[src/design/bilinear_form_mac_defines.svh]
// Assertion macros for the bilinear form MAC.
`ifndef BILINEAR_FORM_MAC_DEFINES_SVH
`define BILINEAR_FORM_MAC_DEFINES_SVH
`ifndef SYNTHESIS
`define BFM_ASSERT(lbl, prop, msg) \
  lbl: assert property (@(posedge clk_i) disable iff (!rst_ni) prop) else $error(msg);
`define BFM_ASSERT_ALWAYS(lbl, prop, msg) \
  lbl: assert property (@(posedge clk_i) prop) else $error(msg);
`else
`define BFM_ASSERT(lbl, prop, msg)
`define BFM_ASSERT_ALWAYS(lbl, prop, msg)
`endif
`endif

[src/design/bfm_pkg.sv]
`timescale 1ns / 1ps
package bfm_pkg;

  localparam int IDX_W          = 6;
  localparam int VAL_W          = 16;
  localparam int CFG_W          = 7;
  localparam int REQ_W          = 2;
  localparam int ROW_W          = 40;
  localparam int TOT_W          = 48;
  localparam int PROD_W         = 2 * VAL_W;
  localparam int PROD2_W        = ROW_W + VAL_W;
  localparam int FRAC_SHIFT     = 15;
  localparam int DEF_MAX_LENGTH = 64;
  localparam int QUEUE_DEPTH    = 2;

  localparam logic [CFG_W-1:0] LENGTH_RESET = 7'd64;

  localparam logic [REQ_W-1:0] REQ_LOAD_X = 2'd0;
  localparam logic [REQ_W-1:0] REQ_LOAD_Y = 2'd1;
  localparam logic [REQ_W-1:0] REQ_MATRIX = 2'd2;

  localparam logic signed [ROW_W-1:0] ROW_MAX = {1'b0, {(ROW_W-1){1'b1}}};
  localparam logic signed [ROW_W-1:0] ROW_MIN = {1'b1, {(ROW_W-1){1'b0}}};
  localparam logic signed [TOT_W-1:0] TOT_MAX = {1'b0, {(TOT_W-1){1'b1}}};
  localparam logic signed [TOT_W-1:0] TOT_MIN = {1'b1, {(TOT_W-1){1'b0}}};

  typedef enum logic [1:0] {
    CMD_LOAD_X,
    CMD_LOAD_Y,
    CMD_MAT
  } cmd_kind_e;

  typedef struct packed {
    cmd_kind_e               kind;
    logic [IDX_W-1:0]        row;
    logic [IDX_W-1:0]        col;
    logic signed [VAL_W-1:0] value;
    logic                    row_end;
    logic                    last;
  } cmd_t;

endpackage

[src/design/bfm_front.sv]
`timescale 1ns / 1ps
module bfm_front #(
  parameter int MAX_LENGTH = bfm_pkg::DEF_MAX_LENGTH
) (
  input  logic                              clk_i,
  input  logic                              rst_ni,
  input  logic                              cfg_we_i,
  input  logic [bfm_pkg::CFG_W-1:0]         cfg_wdata_i,
  input  logic                              in_valid_i,
  output logic                              in_ready_o,
  input  logic [bfm_pkg::REQ_W-1:0]         req_type_i,
  input  logic [bfm_pkg::IDX_W-1:0]         row_index_i,
  input  logic [bfm_pkg::IDX_W-1:0]         col_index_i,
  input  logic signed [bfm_pkg::VAL_W-1:0]  element_value_i,
  input  logic                              q_full_i,
  output logic                              q_push_o,
  output bfm_pkg::cmd_t                     q_cmd_o
);

  localparam int LW = ($clog2(MAX_LENGTH + 1) > bfm_pkg::CFG_W) ?
                      $clog2(MAX_LENGTH + 1) : bfm_pkg::CFG_W;

  logic [bfm_pkg::CFG_W-1:0] length_q;
  logic [LW-1:0]             len_w;
  logic [LW-1:0]             len_eff;
  logic [LW-1:0]             last_idx;
  logic [LW-1:0]             row_w;
  logic [LW-1:0]             col_w;
  logic                      keep;

  always_ff @(posedge clk_i or negedge rst_ni) begin
    if (!rst_ni) begin
      length_q <= bfm_pkg::LENGTH_RESET;
    end else if (cfg_we_i) begin
      length_q <= cfg_wdata_i;
    end
  end

  always_comb begin
    len_w = LW'(length_q);
    if (len_w == '0) begin
      len_eff = LW'(1);
    end else if (len_w > LW'(MAX_LENGTH)) begin
      len_eff = LW'(MAX_LENGTH);
    end else begin
      len_eff = len_w;
    end
    last_idx = len_eff - LW'(1);
    row_w    = LW'(row_index_i);
    col_w    = LW'(col_index_i);

    keep            = 1'b0;
    q_cmd_o.kind    = bfm_pkg::CMD_MAT;
    q_cmd_o.row     = row_index_i;
    q_cmd_o.col     = col_index_i;
    q_cmd_o.value   = element_value_i;
    q_cmd_o.row_end = (col_w == last_idx);
    q_cmd_o.last    = (col_w == last_idx) && (row_w == last_idx);
    case (req_type_i)
      bfm_pkg::REQ_LOAD_X: begin
        q_cmd_o.kind = bfm_pkg::CMD_LOAD_X;
        keep         = col_w < LW'(MAX_LENGTH);
      end
      bfm_pkg::REQ_LOAD_Y: begin
        q_cmd_o.kind = bfm_pkg::CMD_LOAD_Y;
        keep         = row_w < LW'(MAX_LENGTH);
      end
      bfm_pkg::REQ_MATRIX: begin
        q_cmd_o.kind = bfm_pkg::CMD_MAT;
        keep         = (row_w < len_eff) && (col_w < len_eff);
      end
      default: begin
        keep = 1'b0;
      end
    endcase
  end

  // dropped requests are still taken, just never queued
  assign in_ready_o = !q_full_i;
  assign q_push_o   = in_valid_i && !q_full_i && keep;

endmodule

[src/design/bfm_queue.sv]
`timescale 1ns / 1ps
module bfm_queue (
  input  logic          clk_i,
  input  logic          rst_ni,
  input  logic          push_i,
  input  bfm_pkg::cmd_t cmd_i,
  output logic          full_o,
  input  logic          pop_i,
  output logic          empty_o,
  output bfm_pkg::cmd_t cmd_o
);

  localparam int PW = (bfm_pkg::QUEUE_DEPTH > 1) ? $clog2(bfm_pkg::QUEUE_DEPTH) : 1;
  localparam int CW = $clog2(bfm_pkg::QUEUE_DEPTH + 1);

  bfm_pkg::cmd_t mem_q [bfm_pkg::QUEUE_DEPTH];
  logic [PW-1:0] wr_ptr_q;
  logic [PW-1:0] rd_ptr_q;
  logic [CW-1:0] count_q;

  assign full_o  = (count_q == CW'(bfm_pkg::QUEUE_DEPTH));
  assign empty_o = (count_q == '0);
  assign cmd_o   = mem_q[rd_ptr_q];

  always_ff @(posedge clk_i) begin
    if (push_i) begin
      mem_q[wr_ptr_q] <= cmd_i;
    end
  end

  always_ff @(posedge clk_i or negedge rst_ni) begin
    if (!rst_ni) begin
      wr_ptr_q <= '0;
      rd_ptr_q <= '0;
      count_q  <= '0;
    end else begin
      if (push_i) begin
        wr_ptr_q <= (wr_ptr_q == PW'(bfm_pkg::QUEUE_DEPTH - 1)) ? '0 : wr_ptr_q + PW'(1);
      end
      if (pop_i) begin
        rd_ptr_q <= (rd_ptr_q == PW'(bfm_pkg::QUEUE_DEPTH - 1)) ? '0 : rd_ptr_q + PW'(1);
      end
      case ({push_i, pop_i})
        2'b10:   count_q <= count_q + CW'(1);
        2'b01:   count_q <= count_q - CW'(1);
        default: count_q <= count_q;
      endcase
    end
  end

endmodule

[src/design/bfm_back.sv]
`timescale 1ns / 1ps
`include "bilinear_form_mac_defines.svh"
module bfm_back #(
  parameter int MAX_LENGTH = bfm_pkg::DEF_MAX_LENGTH
) (
  input  logic                              clk_i,
  input  logic                              rst_ni,
  input  logic                              q_empty_i,
  input  bfm_pkg::cmd_t                     q_cmd_i,
  output logic                              q_pop_o,
  output logic                              out_valid_o,
  input  logic                              out_ready_i,
  output logic signed [bfm_pkg::TOT_W-1:0]  result_value_o,
  output logic                              overflow_o
);

  localparam int AW   = $clog2(MAX_LENGTH);
  localparam int IW   = (AW > bfm_pkg::IDX_W) ? AW : bfm_pkg::IDX_W;
  localparam int RS_W = bfm_pkg::ROW_W + 1;
  localparam int TS_W = bfm_pkg::TOT_W + 1;

  typedef enum logic [2:0] {
    ST_IDLE,
    ST_MUL1,
    ST_ACC,
    ST_MUL2,
    ST_TOT
  } state_e;

  state_e state_q;

  logic signed [bfm_pkg::VAL_W-1:0]   x_mem [MAX_LENGTH];
  logic signed [bfm_pkg::VAL_W-1:0]   y_mem [MAX_LENGTH];
  logic signed [bfm_pkg::VAL_W-1:0]   x_rd_q;
  logic signed [bfm_pkg::VAL_W-1:0]   y_rd_q;
  logic signed [bfm_pkg::VAL_W-1:0]   val_q;
  logic                               row_end_q;
  logic                               last_q;
  logic signed [bfm_pkg::PROD_W-1:0]  prod_q;
  logic signed [bfm_pkg::PROD2_W-1:0] prod2_q;
  logic signed [bfm_pkg::ROW_W-1:0]   row_acc_q;
  logic signed [bfm_pkg::TOT_W-1:0]   total_q;
  logic                               ovf_q;
  logic                               out_valid_q;
  logic signed [bfm_pkg::TOT_W-1:0]   result_q;
  logic                               out_ovf_q;

  logic [IW-1:0]                      row_w;
  logic [IW-1:0]                      col_w;
  logic [AW-1:0]                      row_addr;
  logic [AW-1:0]                      col_addr;
  logic signed [RS_W-1:0]             row_sum;
  logic                               row_ovf;
  logic signed [bfm_pkg::ROW_W-1:0]   row_next;
  logic signed [bfm_pkg::PROD2_W-1:0] prod2_sh;
  logic signed [TS_W-1:0]             tot_sum;
  logic                               tot_ovf;
  logic signed [bfm_pkg::TOT_W-1:0]   tot_next;
  logic                               out_free;

  assign row_w    = IW'(q_cmd_i.row);
  assign col_w    = IW'(q_cmd_i.col);
  assign row_addr = row_w[AW-1:0];
  assign col_addr = col_w[AW-1:0];
  assign q_pop_o  = (state_q == ST_IDLE) && !q_empty_i;
  assign out_free = !out_valid_q || out_ready_i;

  // saturating row and total adders
  always_comb begin
    row_sum  = RS_W'(row_acc_q) + RS_W'(prod_q);
    row_ovf  = row_sum[RS_W-1] != row_sum[RS_W-2];
    row_next = row_ovf ? (row_sum[RS_W-1] ? bfm_pkg::ROW_MIN : bfm_pkg::ROW_MAX)
                       : row_sum[bfm_pkg::ROW_W-1:0];
    prod2_sh = prod2_q >>> bfm_pkg::FRAC_SHIFT;
    tot_sum  = TS_W'(total_q) + TS_W'(prod2_sh);
    tot_ovf  = tot_sum[TS_W-1] != tot_sum[TS_W-2];
    tot_next = tot_ovf ? (tot_sum[TS_W-1] ? bfm_pkg::TOT_MIN : bfm_pkg::TOT_MAX)
                       : tot_sum[bfm_pkg::TOT_W-1:0];
  end

  always_ff @(posedge clk_i) begin
    if (q_pop_o && q_cmd_i.kind == bfm_pkg::CMD_LOAD_X) begin
      x_mem[col_addr] <= q_cmd_i.value;
    end
    if (q_pop_o && q_cmd_i.kind == bfm_pkg::CMD_LOAD_Y) begin
      y_mem[row_addr] <= q_cmd_i.value;
    end
    if (q_pop_o && q_cmd_i.kind == bfm_pkg::CMD_MAT) begin
      x_rd_q <= x_mem[col_addr];
      y_rd_q <= y_mem[row_addr];
    end
  end

  always_ff @(posedge clk_i) begin
    if (q_pop_o) begin
      val_q     <= q_cmd_i.value;
      row_end_q <= q_cmd_i.row_end;
      last_q    <= q_cmd_i.last;
    end
    if (state_q == ST_MUL1) begin
      prod_q <= val_q * x_rd_q;
    end
    if (state_q == ST_MUL2) begin
      prod2_q <= row_acc_q * y_rd_q;
    end
  end

  always_ff @(posedge clk_i or negedge rst_ni) begin
    if (!rst_ni) begin
      state_q     <= ST_IDLE;
      row_acc_q   <= '0;
      total_q     <= '0;
      ovf_q       <= 1'b0;
      out_valid_q <= 1'b0;
      result_q    <= '0;
      out_ovf_q   <= 1'b0;
    end else begin
      if (out_valid_q && out_ready_i) begin
        out_valid_q <= 1'b0;
      end
      case (state_q)
        ST_IDLE: begin
          if (q_pop_o && q_cmd_i.kind == bfm_pkg::CMD_MAT) begin
            state_q <= ST_MUL1;
          end
        end
        ST_MUL1: begin
          state_q <= ST_ACC;
        end
        ST_ACC: begin
          row_acc_q <= row_next;
          if (row_ovf) begin
            ovf_q <= 1'b1;
          end
          state_q <= row_end_q ? ST_MUL2 : ST_IDLE;
        end
        ST_MUL2: begin
          state_q <= ST_TOT;
        end
        ST_TOT: begin
          if (!last_q) begin
            total_q   <= tot_next;
            ovf_q     <= ovf_q || tot_ovf;
            row_acc_q <= '0;
            state_q   <= ST_IDLE;
          end else if (out_free) begin
            result_q    <= tot_next;
            out_ovf_q   <= ovf_q || tot_ovf;
            out_valid_q <= 1'b1;
            total_q     <= '0;
            ovf_q       <= 1'b0;
            row_acc_q   <= '0;
            state_q     <= ST_IDLE;
          end
        end
        default: begin
          state_q <= ST_IDLE;
        end
      endcase
    end
  end

  assign out_valid_o    = out_valid_q;
  assign result_value_o = result_q;
  assign overflow_o     = out_ovf_q;

  `BFM_ASSERT(a_mat_starts, (q_pop_o && q_cmd_i.kind == bfm_pkg::CMD_MAT) |=> state_q == ST_MUL1, "matrix transfer did not start multiply")
  `BFM_ASSERT(a_result_from_last, $rose(out_valid_q) |-> $past(state_q == ST_TOT && last_q), "result raised outside final element")
  `BFM_ASSERT(a_clear_after_result, $rose(out_valid_q) |-> (total_q == '0 && !ovf_q), "total not cleared after result")
  `BFM_ASSERT(a_row_cleared, (state_q == ST_TOT ##1 state_q == ST_IDLE) |-> row_acc_q == '0, "row sum not cleared at row end")
  `BFM_ASSERT_ALWAYS(a_reset_idle, (!rst_ni && $past(!rst_ni)) |-> (state_q == ST_IDLE && !out_valid_q), "not idle in reset")

endmodule

[src/design/bilinear_form_mac.sv]
`timescale 1ns / 1ps
// Bilinear form MAC: returns y' * (A * x) in Q.30, saturated to 48 bits, with a sticky
// overflow flag. Load x and y first (req_type 0 and 1), then stream A in row-major order
// (req_type 2); the element at row = col = length-1 emits one result and clears the sums.
// A front end classifies and drops out-of-range or unknown requests and feeds a 2-entry
// command queue; the back-end sequencer steps each matrix element through read, multiply
// and accumulate, and a row-ending element also through the second multiply and total
// update; the final element waits there while the result register is still held by the
// consumer. Vector loads are written as they are popped; dropped requests are never queued.
module bilinear_form_mac #(
  parameter int MAX_LENGTH = bfm_pkg::DEF_MAX_LENGTH
) (
  input  logic                              clk_i,
  input  logic                              rst_ni,
  input  logic                              cfg_we_i,
  input  logic [bfm_pkg::CFG_W-1:0]         cfg_wdata_i,
  input  logic                              in_valid_i,
  output logic                              in_ready_o,
  input  logic [bfm_pkg::REQ_W-1:0]         req_type_i,
  input  logic [bfm_pkg::IDX_W-1:0]         row_index_i,
  input  logic [bfm_pkg::IDX_W-1:0]         col_index_i,
  input  logic signed [bfm_pkg::VAL_W-1:0]  element_value_i,
  output logic                              out_valid_o,
  input  logic                              out_ready_i,
  output logic signed [bfm_pkg::TOT_W-1:0]  result_value_o,
  output logic                              overflow_o
);

  logic          q_full;
  logic          q_empty;
  logic          q_push;
  logic          q_pop;
  bfm_pkg::cmd_t push_cmd;
  bfm_pkg::cmd_t head_cmd;

  bfm_front #(
    .MAX_LENGTH(MAX_LENGTH)
  ) u_front (
    .clk_i          (clk_i),
    .rst_ni         (rst_ni),
    .cfg_we_i       (cfg_we_i),
    .cfg_wdata_i    (cfg_wdata_i),
    .in_valid_i     (in_valid_i),
    .in_ready_o     (in_ready_o),
    .req_type_i     (req_type_i),
    .row_index_i    (row_index_i),
    .col_index_i    (col_index_i),
    .element_value_i(element_value_i),
    .q_full_i       (q_full),
    .q_push_o       (q_push),
    .q_cmd_o        (push_cmd)
  );

  bfm_queue u_queue (
    .clk_i  (clk_i),
    .rst_ni (rst_ni),
    .push_i (q_push),
    .cmd_i  (push_cmd),
    .full_o (q_full),
    .pop_i  (q_pop),
    .empty_o(q_empty),
    .cmd_o  (head_cmd)
  );

  bfm_back #(
    .MAX_LENGTH(MAX_LENGTH)
  ) u_back (
    .clk_i         (clk_i),
    .rst_ni        (rst_ni),
    .q_empty_i     (q_empty),
    .q_cmd_i       (head_cmd),
    .q_pop_o       (q_pop),
    .out_valid_o   (out_valid_o),
    .out_ready_i   (out_ready_i),
    .result_value_o(result_value_o),
    .overflow_o    (overflow_o)
  );

endmodule

[config.mk]
export PLATFORM = sky130hd
export DESIGN_NAME = bilinear_form_mac
export DESIGN_NICKNAME = d
export VERILOG_FILES = /design/src/design/bfm_pkg.sv /design/src/design/bfm_front.sv /design/src/design/bfm_queue.sv /design/src/design/bfm_back.sv /design/src/design/bilinear_form_mac.sv
export VERILOG_INCLUDE_DIRS = /design/src /design/src/design
export SDC_FILE = /design/constraint.sdc
export NUM_CORES = 2
export LEC_CHECK = 0
export ABC_AREA = 1
export ABC_CLOCK_PERIOD_IN_PS = 8000
export BUFFER_PORTS_ARGS = -buffer_cell sky130_fd_sc_hd__buf_2
export CORE_AREA = 2 2 680 682
export CTS_BUF_LIST = sky130_fd_sc_hd__clkbuf_4
export CTS_CLUSTER_DIAMETER = 40
export DETAILED_ROUTE_END_ITERATION = 10
export DIE_AREA = 0 0 682 684
export GPL_TIMING_DRIVEN = 0
export PLACE_DENSITY_LB_ADDON = 0.2
export SKIP_CTS_REPAIR_TIMING = 1
export SLEW_MARGIN = 10
export SYNTH_ARGS = -nofsm -noshare
export SYNTH_HDL_FRONTEND = slang
export SYNTH_SLANG_ARGS = --single-unit
[constraint.sdc]
create_clock -name clk_i -period 8 [get_ports clk_i]
set_clock_uncertainty 0.2 [all_clocks]
set_input_delay 1.6 -clock clk_i [delete_from_list [all_inputs] [get_ports clk_i]]
set_output_delay 1.6 -clock clk_i [all_outputs]
set_load 0.01 [all_outputs]
== Yosys cells after proc, flatten, opt, wreduce, memory -nomap -nowiden ==
Memory sizes are Yosys's and may differ from the RTL's. A register that Yosys moved wholly into a read port is not among the register bits.
Index checks and enable logic that the tools add are counted.
Storage, ports and cells
  register bits: 259
  bits in writable memories: 2112
  bits of input ports: 42
  output and inout port bits: 51
  logic and storage cells: 112
  memories: 3
Operators by class
  add/subtract/negate cells: 7
  $mul: 2
  $lt $le $gt $ge: 3
  eq/ne operators: 19
  multiplexer cells: 35
  reduce and logical (&&, ||, !) cells: 27
Memories
  u_back.x_mem: depth 64, width 16, read ports 1, clocked after Yosys merged registers in 1, wr ports 1, RTL line bfm_back.sv:32  | logic signed [bfm_pkg::VAL_W-1:0] x_mem [MAX_LENGTH];
  u_back.y_mem: depth 64, width 16, read ports 1, clocked after Yosys merged registers in 1, wr ports 1, RTL line bfm_back.sv:33  | logic signed [bfm_pkg::VAL_W-1:0] y_mem [MAX_LENGTH];
  u_queue.mem_q: depth 2, width 32, read ports 1, clocked after Yosys merged registers in 0, wr ports 1, RTL line bfm_queue.sv:16  | bfm_pkg::cmd_t mem_q [bfm_pkg::QUEUE_DEPTH];
Operator list (count)
  $mux 48: 4
  $mux 40: 4
  $pmux 40 s2: 1
  $mul 40x16->56: 1
  $add 48x41->49: 1
  $add 40x32->41: 1
  $mul 16x16->32: 1
  $mux 1: 15
  $pmux 3 s5: 1
  $eq 6x7->1: 2
  $lt 6x7->1: 2
  $mux 7: 2
  $logic_and 1x1->1: 9
  $mux 3: 3
  $eq 2x2->1 const B: 4
  $pmux 2 s2: 2
  $gt 7x7->1 const B: 1
  $logic_not 7->1: 1
  $sub 7x1->7 const B: 1
  $eq 2x1->1 const B: 3
  $eq 3x2->1 const B: 2
  $logic_not 2->1: 3
  $reduce_and 2->1: 3
  $reduce_and 3->1: 2
  other kinds (16): 24

== Longest topological paths before layout ==
  word-level depth: 9
  mapped depth: 29
  gate-level depth less buffers: 28

== By module ==
Synthesis repeated with hierarchy kept, for this count alone.
Unflattened totals
  cell total of the unflattened synthesis: 11474
  area, all modules: 128336.8 um2
By module, submodules not included
  bfm_back: times used 1, cells an instance 11101, area each 124470.6 um2, seq. area each 68745.9 um2
  bfm_queue: times used 1, cells an instance 191, area each 2701.3 um2, seq. area each 2021.9 um2
  bfm_front: times used 1, cells an instance 182, area each 1164.9 um2, seq. area each 176.4 um2

== Least setup slack after synthesis ==
Ideal clock, no wire load.
  path type: reg-to-reg
  start: register u_back.y_rd_q[1] (netlist bit), read port of u_back.y_mem
  end: register u_back.prod2_q[52] (netlist bit) (data pin)
  library setup time: 262 ps
  arrival time: 5645 ps
  required time: 7538 ps
  path slack: 1893 ps
  cell stages (with the launch flop): 26
  path buffers: 2
  period minus slack after synthesis: 6107 ps
  cells stage by stage: edfxtp_1 > clkbuf_1 > buf_1 > nand2_1 > fa_1 > inv_1 > fa_1 > inv_1 > fa_1 > inv_1 > fa_1 > fa_1 > inv_1 > fa_1 > inv_1 > ha_1 > nand2_1 > nor2_1 > inv_1 > nor2_1 > inv_1 > nor3_1 > nand3_1 > nand4_1 > a21oi_1 > xor2_1
Between the ends
  longest elaborated chain between the ends: 1
RTL lines
  start: declaration: RTL line bfm_back.sv:35  | logic signed [bfm_pkg::VAL_W-1:0] y_rd_q;
  $mul 40x16->56: RTL line bfm_back.sv:104  | prod2_q <= row_acc_q * y_rd_q;
  end signal: assignment: RTL line bfm_back.sv:104
  end: declaration: RTL line bfm_back.sv:40  | logic signed [bfm_pkg::PROD2_W-1:0] prod2_q;
Every way passes these cells.
A chain may end at the register's enable or synchronous reset.

== Worst setup path after layout ==
  start: register u_back.row_acc_q[36] (netlist bit)
  end: register u_back.prod2_q[39] (netlist bit) (data pin)
Between the ends
  longest elaborated chain between the ends: 1
RTL lines
  start: declaration: RTL line bfm_back.sv:41  | logic signed [bfm_pkg::ROW_W-1:0] row_acc_q;
  start signal: assignment: RTL line bfm_back.sv:131  | row_acc_q <= row_next;
  $mul 40x16->56: RTL line bfm_back.sv:104
Every way passes these cells.

==> results.py <==
metrics = {
    "drt": {
        "finalWirelength_mm": 500.4,
        "drt-pass1-iter-count": 6,
        "antenna_left": 0,
        "post_drt_wl_per_cell_um": 26.37,
        "drt_iter0_markers": 9419,
        "drc": 0,
        "dr_total_vias": 91640,
        "viasPerCell": 4.829,
    },
    "clock_network": {
        "clock_path_buffers": 4,
        "root_buffer": "clkbuf_4",
        "insertion_delay_ns": 1.62,
        "htreeDepth": 6,
        "cts_num_sinks": 2388,
        "tritoncts": "built",
        "path_clk_slew_ns": 0.06,
        "numCtsBuffers": 653,
    },
    "synthesis": {
        "seq_area_frac_synth": 0.5539,
        "synth.avg_cell_area_um2": 11.24,
        "post_synth_num_cell_types": 63,
        "syn-cell-area_mm2": 0.1281,
        "synth_top_area_frac": 0.5240,
        "synth.area.top_cells": "edfxtp_1 (52%), fa_1 (13%), nand2_1 (8.7%), inv_1 (5.0%), a22oi_1 (3.3%)",
        "synth_nets": 12610,
        "syn_inst": 11400,
        "synth_seq_cells": 2388,
        "yosysWarnings": 0,
        "synth_top_area_cell": "edfxtp_1",
    },
    "floorplan": {
        "core_mm2": 0.4589,
        "ios": 93,
        "die_w_um": 682,
        "die_y_um": 684,
        "initial_utilization": 0.2791,
        "die-area_mm2": 0.4665,
        "rows": 249,
    },
    "finish": {
        "drive_gt1_frac": 0.1421,
        "final_util": 0.3236,
        "nNetsFinal": 13550,
        "syn2layout_area_growth_pct": 15.96,
        "fillCellCount": 47140,
    },
    "hold_path": {
        "holdCritPathClass": "primary input to flop",
    },
    "job": {
        "maxCapViolCount": 1,
    },
    "placed_design": {
        "place.gp.congestion": 0.9187,
        "io_buffers": 92,
        "dpl.hpwl_mm": 357.5,
    },
    "setup_path": {
        "endpoint_kind": "flop",
        "cp_common_cell": "inv_1",
        "critical_path.max_stage_delay_ns": 0.69,
        "crit_buf_inv": 9,
        "path_cells": "clkbuf_1 > clkbuf_1 > nand2_1 > fa_1 > inv_1 > fa_1 > inv_1 > fa_1 > inv_1 > fa_1 > fa_1 > inv_1 > fa_1 > inv_1 > ha_1 > nand2_1 > nor2_1 > inv_1 > nor2_1 > inv_1 > nor3_1 > o21ai_0 > nand4_1 > xor2_1",
        "cp_top_family": "adder cells",
        "path_class": "flop to flop",
        "worst_path_max_delay_cell": "clkbuf_1",
        "cp.arrival_ns": 8.90,
        "cp-start-kind": "flop",
        "crit_fanout": 10,
        "worstPathRequired_ns": 9.10,
    },
    "sta": {
        "fin_crit_sh": 0.9757,
        "hold_ws_ns": 0.03373,
        "tns_ns": 0,
        "tightestPinTransition_ns": 1.495,
        "period_minus_slack_ns": 7.806,
        "finalSetupViolCount": 0,
        "slew_headroom": 0.003006,
        "hold_viol": 0,
        "max_freq_ghz": 0.1281,
        "slew_viol_final": 0,
    },
    "grt": {
        "grt_pass1_wl_mm": 691.8,
        "grt_pass1_vias": 90230,
        "grt.total_usage": 0.2092,
        "grt_start_max_net_pins": 79,
        "antenna_found_initial": 51,
        "overflow": 0,
    },
    "run_status": {
        "violations": "max-capacitance violations",
        "outcome": "finished with violations",
    },
}
-- state kept, by name, summed over array words and instances, names as in the netlist, 32 cells and up --
name / flops
u_back.x_mem: 1024
u_back.y_mem: 1024
u_queue.mem_q: 64
u_back.result_value_o: 48
u_back.total_q: 48
u_back.prod2_q: 41
u_back.row_acc_q: 40
u_back.prod_q: 32
-- cell type report --
type / count / area, um^2 / area share
sequential: 2388 / 70940 / 0.4777
tap: 6149 / 7694 / 0.05180
multi-input combinational: 6767 / 48920 / 0.3294
antenna: 35 / 87.58 / 0.0005897
inverter: 1764 / 6629 / 0.04463
timing repair buffer: 282 / 3730 / 0.02511
buffer: 477 / 2192 / 0.01476
clock inverter: 148 / 1075 / 0.007237
clock buffer: 966 / 7252 / 0.04883
-- routing by layer --
metal	wire length, um	vias to the layer above	GRT usage	share of wire
met5	137	-	0	0.00027
met4	23010	20	0.08856	0.046
met3	40800	894	0.04192	0.082
met2	226800	4218	0.3288	0.45
met1	209600	46200	0.2807	0.42
li1	-	40310	-	-
-- cells by family after synthesis --
family                   Yosys count  synth area share
XOR/XNOR                         169           0.01156
AO/OA/AOI/OAI                   1316           0.06981
flip-flops                      2388            0.5539
buffers and inverters           2241           0.06808
multiplexers                       1        0.00008791
adder cells (fa/ha/maj)         1172            0.1650
AND/OR/NAND/NOR                 4109            0.1316
-- stage by stage --
step	instance area (um^2)	std cells	setup WS, ns
floorplan	128100	11400	1.893
global placement	136200	17640	-1.870
detailed placement	139900	17810	-0.1463
CTS	148200	18920	-0.1611
global route	148500	18960	-0.005359
finish	148500	18980	0.1945
-- Yosys cell counts, drive strengths merged --
cell     number
dfstp         1
o21ai       247
a22o         20
nand3       189
xnor2        75
mux2          1
a21boi        4
a211oi        3
or2          28
a22oi       557
nor2        568
nand2      2978
clkinv        1
fa          861
dfrtp       152
buf         157
ha          311
o221ai        1
a221oi      114
a21oi       236
nor2b         1
edfxtp     2235
nand4       227
o2111ai      20
nor4          9
nand3b        4
a311oi        1
xor2         94
and3         37
nor4b         1
o211ai        3
nor3         64
clkbuf      320
and2          2
a41oi         1
o21a          8
o21bai       26
nor3b         1
a21o         26
inv        1763
o31ai         3
a31oi        45
o22ai         1
-- worst register-to-register path, delay by kind of cell (launching register included) --
kind	cells	cell delay, ns
AOI/OAI and AO/OA	1	0.27
buffers and inverters	9	1.73
and+or+nand+nor	6	1.19
xor gates and xnor gates	1	0.23
adders and majority gates	7	3.62
DFF	1	0.35
-- worst paths after layout --
check | startpoint | to | slack, ns | cells after the start
worst max-delay path | u_back.row_acc_q[36] | u_back.prod2_q[39] | 0.19 | 24
worst min-delay path | cfg_wdata_i[6] | u_front.len_w[6] | 0.03 | 3
worst max register to register | u_back.row_acc_q[36] | u_back.prod2_q[39] | 0.19 | 24
worst min register to register | u_back.result_value_o[41] | u_back.result_value_o[41] | 0.27 | 2
max in group asynchronous | rst_ni | u_back.row_acc_q[21] | 6.14 | 3
min in group asynchronous | rst_ni | u_back.total_q[47] | 0.49 | 2
-- placed cells by master (no fill, tap or decap), drive strengths merged, types with 37 or more instances in the layout --
master | synthesis | layout
edfxtp | 2235 | 2235
ha | 311 | 311
nor2 | 568 | 568
xnor2 | 75 | 75
nor3 | 64 | 64
a31oi | 45 | 45
clkinv | 1 | 109
a22oi | 557 | 557
o21ai | 247 | 247
clkbuf | 320 | 1288
inv | 1763 | 1782
and3 | 37 | 37
a221oi | 114 | 114
a21oi | 236 | 236
nand2 | 2978 | 2978
nand3 | 189 | 189
buf | 157 | 417
xor2 | 94 | 94
dfrtp | 152 | 152
fa | 861 | 861
nand4 | 227 | 227
Power is left out: the tool's default activity adds up to more than one toggle a clock period on the data nets, which glitch-free logic cannot reach.
